**config.mk**
```make
export PLATFORM = sky130hd
export DESIGN_NAME = per_entry_timing_statistics
export DESIGN_NICKNAME = d
export VERILOG_FILES = /design/src/sv/pets_pkg.sv /design/src/sv/per_entry_timing_statistics.sv
export SDC_FILE = /design/constraint.sdc
export NUM_CORES = 2
export LEC_CHECK = 0
export BUFFER_PORTS_ARGS = -buffer_cell sky130_fd_sc_hd__buf_2
export CAP_MARGIN = 20
export CORE_ASPECT_RATIO = 1.25
export CORE_MARGIN = 3
export CORE_UTILIZATION = 62
export DETAILED_ROUTE_END_ITERATION = 16
export PLACE_DENSITY = 0.78
export SYNTH_ARGS = -nofsm -noshare
export SYNTH_HDL_FRONTEND = slang
export SYNTH_SLANG_ARGS = --single-unit
export TNS_END_PERCENT = 10
```
**constraint.sdc**
```tcl
create_clock -name aclk -period 16 [get_ports aclk]
set_input_delay 0.8 -clock aclk [delete_from_list [all_inputs] [get_ports aclk]]
set_output_delay 0.8 -clock aclk [all_outputs]
set_load 0.01 [all_outputs]
```
**src/sv/pets_pkg.sv**
```systemverilog
`default_nettype none

package pets_pkg;

    // Table geometry
    localparam int MAX_ENTRIES = 16;
    localparam int ENTRY_W     = (MAX_ENTRIES > 1) ? $clog2(MAX_ENTRIES) : 1;
    localparam int FREE_W      = $clog2(MAX_ENTRIES + 1);
    localparam int INDEX_W     = 4;
    localparam int STAT_W      = 32;

    // Request modes
    localparam logic MODE_ADD    = 1'b0;
    localparam logic MODE_UPDATE = 1'b1;

    // Input request
    typedef struct packed {
        logic               mode;
        logic [INDEX_W-1:0] entry_index;
        logic [STAT_W-1:0]  delta;
    } req_t;

    // Result
    typedef struct packed {
        logic [INDEX_W-1:0] index_out;
        logic               table_full;
        logic [STAT_W-1:0]  average;
        logic [STAT_W-1:0]  minimum;
        logic [STAT_W-1:0]  maximum;
        logic [STAT_W-1:0]  sample_count;
    } rsp_t;

    // One stored table entry
    typedef struct packed {
        logic [STAT_W-1:0] average;
        logic [STAT_W-1:0] minimum;
        logic [STAT_W-1:0] maximum;
        logic [STAT_W-1:0] sample_count;
    } entry_t;

endpackage

`default_nettype wire

```
**src/sv/per_entry_timing_statistics.sv**
```systemverilog
`default_nettype none

// Per-entry timing statistics table. An add request claims the next free
// entry, clears it and returns its index (table_full is set and nothing changes
// once all MAX_ENTRIES entries are taken). An update request folds a time
// sample into the named entry: the first sample seeds average, minimum and
// maximum; later samples halve the 33-bit sum of average and sample and track
// the extremes; the count wraps to zero. Each request gives exactly one result.
// Statistics live in a single-port synchronous memory with a registered
// read: ST_IDLE accepts a request and reads its entry; ST_CALC updates it,
// writes it back and loads the result register, stalling while that register
// holds an untaken result. No new request is taken until ST_CALC ends; the
// result register lets the next request be accepted while a result waits.
// Reset clears the table at once through per-entry valid bits.
module per_entry_timing_statistics (
    input  wire logic            aclk,
    input  wire logic            aresetn,
    input  wire logic            s_valid,
    output logic                 s_ready,
    input  wire pets_pkg::req_t  s_data,
    output logic                 m_valid,
    input  wire logic            m_ready,
    output pets_pkg::rsp_t       m_data
);

    localparam logic ST_IDLE = 1'b0;
    localparam logic ST_CALC = 1'b1;

    logic                            state_reg, state_next;
    pets_pkg::req_t                  req_reg;
    logic [pets_pkg::FREE_W-1:0]     next_free_reg;
    logic [pets_pkg::MAX_ENTRIES-1:0] valid_reg;
    logic                            rd_valid_reg;
    pets_pkg::entry_t                rd_data_reg;
    pets_pkg::entry_t                mem [pets_pkg::MAX_ENTRIES];
    logic                            m_valid_reg;
    pets_pkg::rsp_t                  m_data_reg;

    logic                            s_fire;
    logic                            out_free;
    logic                            finish;
    logic [pets_pkg::ENTRY_W-1:0]    req_addr;
    logic                            idx_ok;
    logic                            table_full;
    pets_pkg::entry_t                old_entry;
    pets_pkg::entry_t                new_entry;
    logic                            first;
    logic [pets_pkg::STAT_W:0]       avg_sum;
    logic                            wr_en;
    pets_pkg::rsp_t                  rsp_next;

    assign s_ready  = (state_reg == ST_IDLE);
    assign s_fire   = s_valid && s_ready;
    assign out_free = !m_valid_reg || m_ready;
    assign finish   = (state_reg == ST_CALC) && out_free;
    assign m_valid  = m_valid_reg;
    assign m_data   = m_data_reg;

    assign req_addr   = req_reg.entry_index[pets_pkg::ENTRY_W-1:0];
    assign idx_ok     = ({1'b0, req_reg.entry_index} <
                         (pets_pkg::INDEX_W + 1)'(pets_pkg::MAX_ENTRIES));
    assign table_full = (next_free_reg >= pets_pkg::FREE_W'(pets_pkg::MAX_ENTRIES));

    // Sequence read then update
    always_comb begin
        state_next = state_reg;
        case (state_reg)
            ST_IDLE: begin
                if (s_fire) begin
                    state_next = ST_CALC;
                end
            end
            ST_CALC: begin
                if (out_free) begin
                    state_next = ST_IDLE;
                end
            end
            default: state_next = ST_IDLE;
        endcase
    end

    // Fold the sample into the entry
    always_comb begin
        old_entry = rd_valid_reg ? rd_data_reg : '0;
        first     = (old_entry.sample_count == '0);
        avg_sum   = {1'b0, old_entry.average} + {1'b0, req_reg.delta};
        new_entry.sample_count = old_entry.sample_count + 1'b1;
        if (first) begin
            new_entry.average = req_reg.delta;
            new_entry.minimum = req_reg.delta;
            new_entry.maximum = req_reg.delta;
        end else begin
            new_entry.average = avg_sum[pets_pkg::STAT_W:1];
            new_entry.minimum = (req_reg.delta < old_entry.minimum) ?
                                req_reg.delta : old_entry.minimum;
            new_entry.maximum = (req_reg.delta > old_entry.maximum) ?
                                req_reg.delta : old_entry.maximum;
        end
    end

    // Build the result
    always_comb begin
        rsp_next = '0;
        wr_en    = 1'b0;
        if (req_reg.mode == pets_pkg::MODE_ADD) begin
            if (table_full) begin
                rsp_next.table_full = 1'b1;
            end else begin
                rsp_next.index_out = pets_pkg::INDEX_W'(next_free_reg);
            end
        end else begin
            rsp_next.index_out = req_reg.entry_index;
            if (idx_ok) begin
                wr_en                 = finish;
                rsp_next.average      = new_entry.average;
                rsp_next.minimum      = new_entry.minimum;
                rsp_next.maximum      = new_entry.maximum;
                rsp_next.sample_count = new_entry.sample_count;
            end
        end
    end

    // Control registers
    always_ff @(posedge aclk) begin
        if (!aresetn) begin
            state_reg     <= ST_IDLE;
            next_free_reg <= '0;
            valid_reg     <= '0;
            m_valid_reg   <= 1'b0;
        end else begin
            state_reg <= state_next;
            if (finish) begin
                m_valid_reg <= 1'b1;
                if (req_reg.mode == pets_pkg::MODE_ADD) begin
                    if (!table_full) begin
                        valid_reg[next_free_reg[pets_pkg::ENTRY_W-1:0]] <= 1'b0;
                        next_free_reg <= next_free_reg + 1'b1;
                    end
                end else if (wr_en) begin
                    valid_reg[req_addr] <= 1'b1;
                end
            end else if (m_valid_reg && m_ready) begin
                m_valid_reg <= 1'b0;
            end
        end
    end

    // Hold the request and its entry's valid bit
    always_ff @(posedge aclk) begin
        if (s_fire) begin
            req_reg      <= s_data;
            rd_valid_reg <= valid_reg[s_data.entry_index[pets_pkg::ENTRY_W-1:0]];
        end
        if (finish) begin
            m_data_reg <= rsp_next;
        end
    end

    // Statistics memory: registered read, write back
    always_ff @(posedge aclk) begin
        if (s_fire) begin
            rd_data_reg <= mem[s_data.entry_index[pets_pkg::ENTRY_W-1:0]];
        end
        if (wr_en) begin
            mem[req_addr] <= new_entry;
        end
    end

endmodule

`default_nettype wire
```
# ---- After elaboration in Yosys (flattened, before gate mapping)
# Memories as Yosys holds them, arrays and structs flattened. A register that Yosys moved wholly into a read port is not among the register bits.
# Index checks and enable logic that the tools add are counted.
dict set report classes {
  addsub 3
  magnitude_cmp 8
  eq_ne 2
  n_mux 24
  n_bitwise 6
  reduce_logical 11
}
# operator n
set op_table {}
lappend op_table {{2-to-1 mux 128 bit} 1}
lappend op_table {{2-to-1 mux 96 bit} 1}
lappend op_table {{2-to-1 mux 32 bit} 2}
lappend op_table {{2-to-1 mux 16 bit} 3}
lappend op_table {{adder 32 x 32 -> 33 bit} 1}
lappend op_table {{adder 32 x 1 -> 32 bit (second input constant)} 1}
lappend op_table {{greater-than comparator 32 bit} 1}
lappend op_table {{logical NOT 32 bit} 1}
lappend op_table {{< comparator 32 bit} 1}
lappend op_table {{bitwise AND 16 bit} 1}
lappend op_table {{NOT 16 bit} 1}
lappend op_table {{OR 16 bit} 1}
lappend op_table {{< comparator 4 x 5 -> 1 bit (second input constant)} 3}
lappend op_table {{2-to-1 mux 1 bit} 11}
lappend op_table {{demux 1 bit (select 4 bit)} 2}
lappend op_table {{greater-or-equal comparator 4 x 1 -> 1 bit (second input constant)} 2}
lappend op_table {{2-to-1 mux 4 bit} 2}
lappend op_table {{AND reduction 3 bit} 2}
lappend op_table {{adder 5 x 1 -> 5 bit (second input constant)} 1}
lappend op_table {{greater-or-equal comparator 5 bit (second input constant)} 1}
lappend op_table {{logical AND 1 bit} 5}
lappend op_table {{binary-select mux 1 bit (select 4 bit)} 1}
lappend op_table {{NOT 1 bit} 3}
lappend op_table {{!= test 2 x 1 -> 1 bit (second input constant)} 1}
lappend op_table {{5 further kinds} 5}
dict set report totals {
  regBits 194
  ramBits 2048
  input_bits 41
  output_inout_bits 135
  word_cells 69
  memories 1
}
# name words word_bits read_ports rd_ports_with_merged_regs wr line
set memory_table {}
lappend memory_table {mem 16 128 1 1 1 per_entry_timing_statistics.sv:35} ;# pets_pkg::entry_t mem [pets_pkg::MAX_ENTRIES];

# ---- Longest topological paths before layout
dict set report depth {
  word_depth 8
  depth_mapped 16
  ltp_nobuf 10
}

# ---- Worst setup path before layout
# Ideal clock, no wire load.
dict set report synth_path {
  path_type {input-to-reg}
  startpoint {in m_ready}
  endpoint {mem mem[1][0] (netlist name) (enable)}
  setup_time_ns 0.801
  arrival_ns 14.036
  required_ns 15.199
  path_slack_ns 1.163
  stages 5
  path_buffers 0
  path_cell_list {nand2b_1 -> and2_1 -> nand2_1 -> or3_1 -> nor3b_1}
}
dict set report synth_via {
  elab_chain_cells 5
}
# item line
set synth_lines {}
lappend synth_lines {{start, declared} per_entry_timing_statistics.sv:22} ;# input wire logic m_ready,
lappend synth_lines {{logical OR 1 bit} per_entry_timing_statistics.sv:54} ;# assign out_free = !m_valid_reg || m_ready;
lappend synth_lines {{logical AND 1 bit} per_entry_timing_statistics.sv:55} ;# assign finish = (state_reg == ST_CALC) && out_free;
lappend synth_lines {{net finish} per_entry_timing_statistics.sv:41} ;# logic finish;
lappend synth_lines {{2-to-1 mux 1 bit} per_entry_timing_statistics.sv:105} ;# if (req_reg.mode == pets_pkg::MODE_ADD) begin
lappend synth_lines {{2-to-1 mux 1 bit} per_entry_timing_statistics.sv:164} ;# if (wr_en) begin
lappend synth_lines {{2-to-1 mux 1 bit (implied by the code)} per_entry_timing_statistics.sv:165} ;# mem[req_addr] <= new_entry;
lappend synth_lines {{end, declared} per_entry_timing_statistics.sv:35}
# The timed path passes the listed nets, and every way through them passes these cells.

==> results.toml <==
[outcome]
status = "completed"

[cts]
clkTransAtPathRegs_ns = 0.06
clockBufferDepth = 3
cts_resized = 0
insertion_delay_ns = 0.86
cts-htree-levels = 4
cts_tree = "built"
cts_root_buf = "clkbuf_16"
holdBufCountCts = 0
clock-sinks = 2370
cts_buffers = 210
cts_setup_buffers = 0

[logic_synthesis]
syn_nets = 4677
ys_warn_count = 0
async_reset_ff_share_pct = 0
synthFlopType = "edfxtp_1"
syn_area_per_cell_um2 = 20.86
synth_edf_count = 2347
synth_cell_types = 64
synth_seq_area_share_pct = 75.00
synth_cells = 4535
ys_seq_elements = 2370
syn_area_mm2 = 0.09458

[cells_and_area]
final_cell_area_mm2 = 0.1056
drive_gt1_share_pct = 26.45
syn2layout_area_growth_pct = 11.64
layout.nets = 4969
largest_register_ffs = 2048

[flow_run]
maxCapViolCount = 0

[die]
ioPinCount = 176
dieArea_mm2 = 0.1573
die_h_um = 442.7
start_util_pct = 62.72
fp.coreArea_mm2 = 0.1508
rows = 159
die_width_um = 355.3

[global_route]
grt_pass1_vias = 49970
grt_max_degree = 118
grt_usage_pct = 31.67
gr-total-overflow = 0
antenna_found_initial = 16
grt_pass1_wl_mm = 354.2

[drt]
wl_met1_mm = 85.52
detail_route.wl_per_cell_um = 34.69
viasPerCell = 7.047
drt_iter0_markers = 7703
vias = 49560
wl_met2_mm = 116.6
ant_nets = 0
wirelength_mm = 244.0
drcViolationCount = 0
dr.pass1.iters = 6
met3_length_mm = 32.88
top_layer = "met5"

[worst_hold_path]
hold_class = "input port to register"
holdPathStages = 1
hp-start = "s_data[31]"

[placed_design]
dp_hpwl_mm = 125.7
routabilityCongestion = 0.8918
pre_cts_ws_ns = 10.03
place_area_mm2 = 0.09825
portBuffers = 175

[critical_path]
critPathMaxStageDelay_ns = 0.73
crit_path_frequent_cell = "buf_4"
critPathLaunch = "rd_valid_reg"
criticalPathCategory = "register to register"
cp.arrival_ns = 6.74
crit_required_ns = 16.51
worstPathCellList = "buf_4 > buf_4 > buf_4 > nand2_1 > inv_1 > ha_1 > nand3_1 > nor4_1 > nand3_1 > nor3_1 > nand4_1 > xor2_1 > nor2b_1"
critPathMaxFanout = 44
worstReg2RegStart = "rd_valid_reg"
cp-end-kind = "register"
start_kind = "register"
crit_slowest_cell = "nor2b_1"
r2r_cells = 13

[timing]
rsz0062_at_grt = "false"
holdWs_ns = 0.1207
hold_viol = 0
setup_violations = 0
fin_worst_skew_ns = 0.03686
final-max-slew-violation-count = 0
min_period_ns = 6.225
slew_headroom_pct = 22.54
finalSetupTns_ns = 0
worst-slew-pin-transition_ns = 1.158
timing.final.ws_setup_ns = 9.775
max_freq_mhz = 160.6
fin_crit_sh_pct = 38.91

[power]
p_leak_nw = 34.39
powerDensity_mw_per_mm2 = 126.6
p_total_mw = 13.36
ir_drop_v = 0.0001333
[path summary, 6_finish.rpt]
kind,end,slack [ns]
worst min register to register,valid_reg[14],0.51
worst min-delay path,req_reg[31],0.12
worst max-delay path,mem[3][28],9.77
worst max register to register,mem[3][28],9.77
[where the power goes]
part / internal [mW] / total, mW / switching [mW]
combinational: 0.333 / 0.980 / 0.647
clock: 3.01 / 5.25 / 2.24
sequential: 7.07 / 7.14 / 0.0660
total: 10.4 / 13.4 / 2.95
[critical path, delay by kind of cell, from the launching register on]
kind,cells,cell delay (ns)
XOR/XNOR,1,0.18
adder cells (fa/ha/maj),1,0.23
buffers and inverters,4,1.83
flip-flops,1,0.32
AND/OR/NAND/NOR,7,3.23
[cell type report]
| class | count | area (um^2) |
|---|---|---|
| Fill cell | 8844 | 45200 |
| Inverter | 51 | 191.4 |
| Clock inverter | 146 | 1667 |
| Antenna cell | 11 | 27.53 |
| Multi-Input combinational cell | 1880 | 22670 |
| Timing Repair Buffer | 314 | 2112 |
| Clock buffer | 249 | 5465 |
| Tap cell | 2012 | 2517 |
| Sequential cell | 2370 | 70940 |
[cells by family (layout without fill, tap and decap cells)]
logic type | Yosys count | in the layout | share of synthesized area [%]
mux | 712 | 712 | 15.88
simple gates | 637 | 637 | 3.342
compound gates | 376 | 376 | 2.729
flops | 2370 | 2370 | 75.00
xor+xnor | 54 | 54 | 0.5000
other cells | 0 | 11 | 0
buf+inv | 285 | 760 | 1.200
fa+ha+maj | 101 | 101 | 1.344
[cell usage after synthesis, types with 38 or more instances]
library cell	instances	area share, %
edfxtp_1	2347	75
mux4_2	628	15
nand2_1	202	0.80
clkbuf_1	155	0.62
and2_1	117	0.77
ha_1	100	1.3
nor2_1	95	0.38
a21oi_1	84	0.44
nand3_1	83	0.44
mux2i_1	52	0.55
buf_2	51	0.27
inv_1	50	0.20
a21o_1	46	0.37
o211ai_1	40	0.32
o21ai_0	40	0.21
a31oi_1	38	0.25
[stage by stage]
stage	instances	util (%)
2_1_floorplan	4535	-
3_3_place_gp	6602	65.12
3_5_place_dp	6610	65.15
4_1_cts	7005	69.88
5_1_grt	7023	70.01
6_report	7033	70.02
[placed cells by master, fill, tap and decap left out, drive strengths merged, types with 13 or more instances in the layout]
cell | synthesis | final
and3 | 20 | 20
a21boi | 23 | 23
clkinv | 0 | 88
edfxtp | 2347 | 2347
ha | 100 | 100
o211a | 13 | 13
buf | 78 | 310
bufinv | 0 | 35
a21oi | 84 | 84
o21ai | 42 | 42
mux2 | 32 | 32
o211ai | 40 | 40
a211oi | 30 | 30
mux4 | 628 | 628
a22oi | 15 | 15
and2 | 117 | 117
inv | 51 | 63
nand4 | 25 | 25
xnor2 | 33 | 33
xor2 | 21 | 21
nand3 | 83 | 83
nor2 | 95 | 95
nor4 | 16 | 16
nand2 | 202 | 202
nor2b | 35 | 35
mux2i | 52 | 52
a21o | 46 | 46
a31oi | 38 | 38
clkbuf | 156 | 253
nor3 | 13 | 13
dfxtp | 23 | 23
[metal layers]
metal | up-vias | global-route usage [%]
li1 | 19460 | -
met1 | 25700 | 44.87
met2 | 3783 | 48.79
met3 | 619 | 8.058
met4 | 6 | 11.40
met5 | - | 0
No activity file was read; power rests on OpenSTA's default activity.
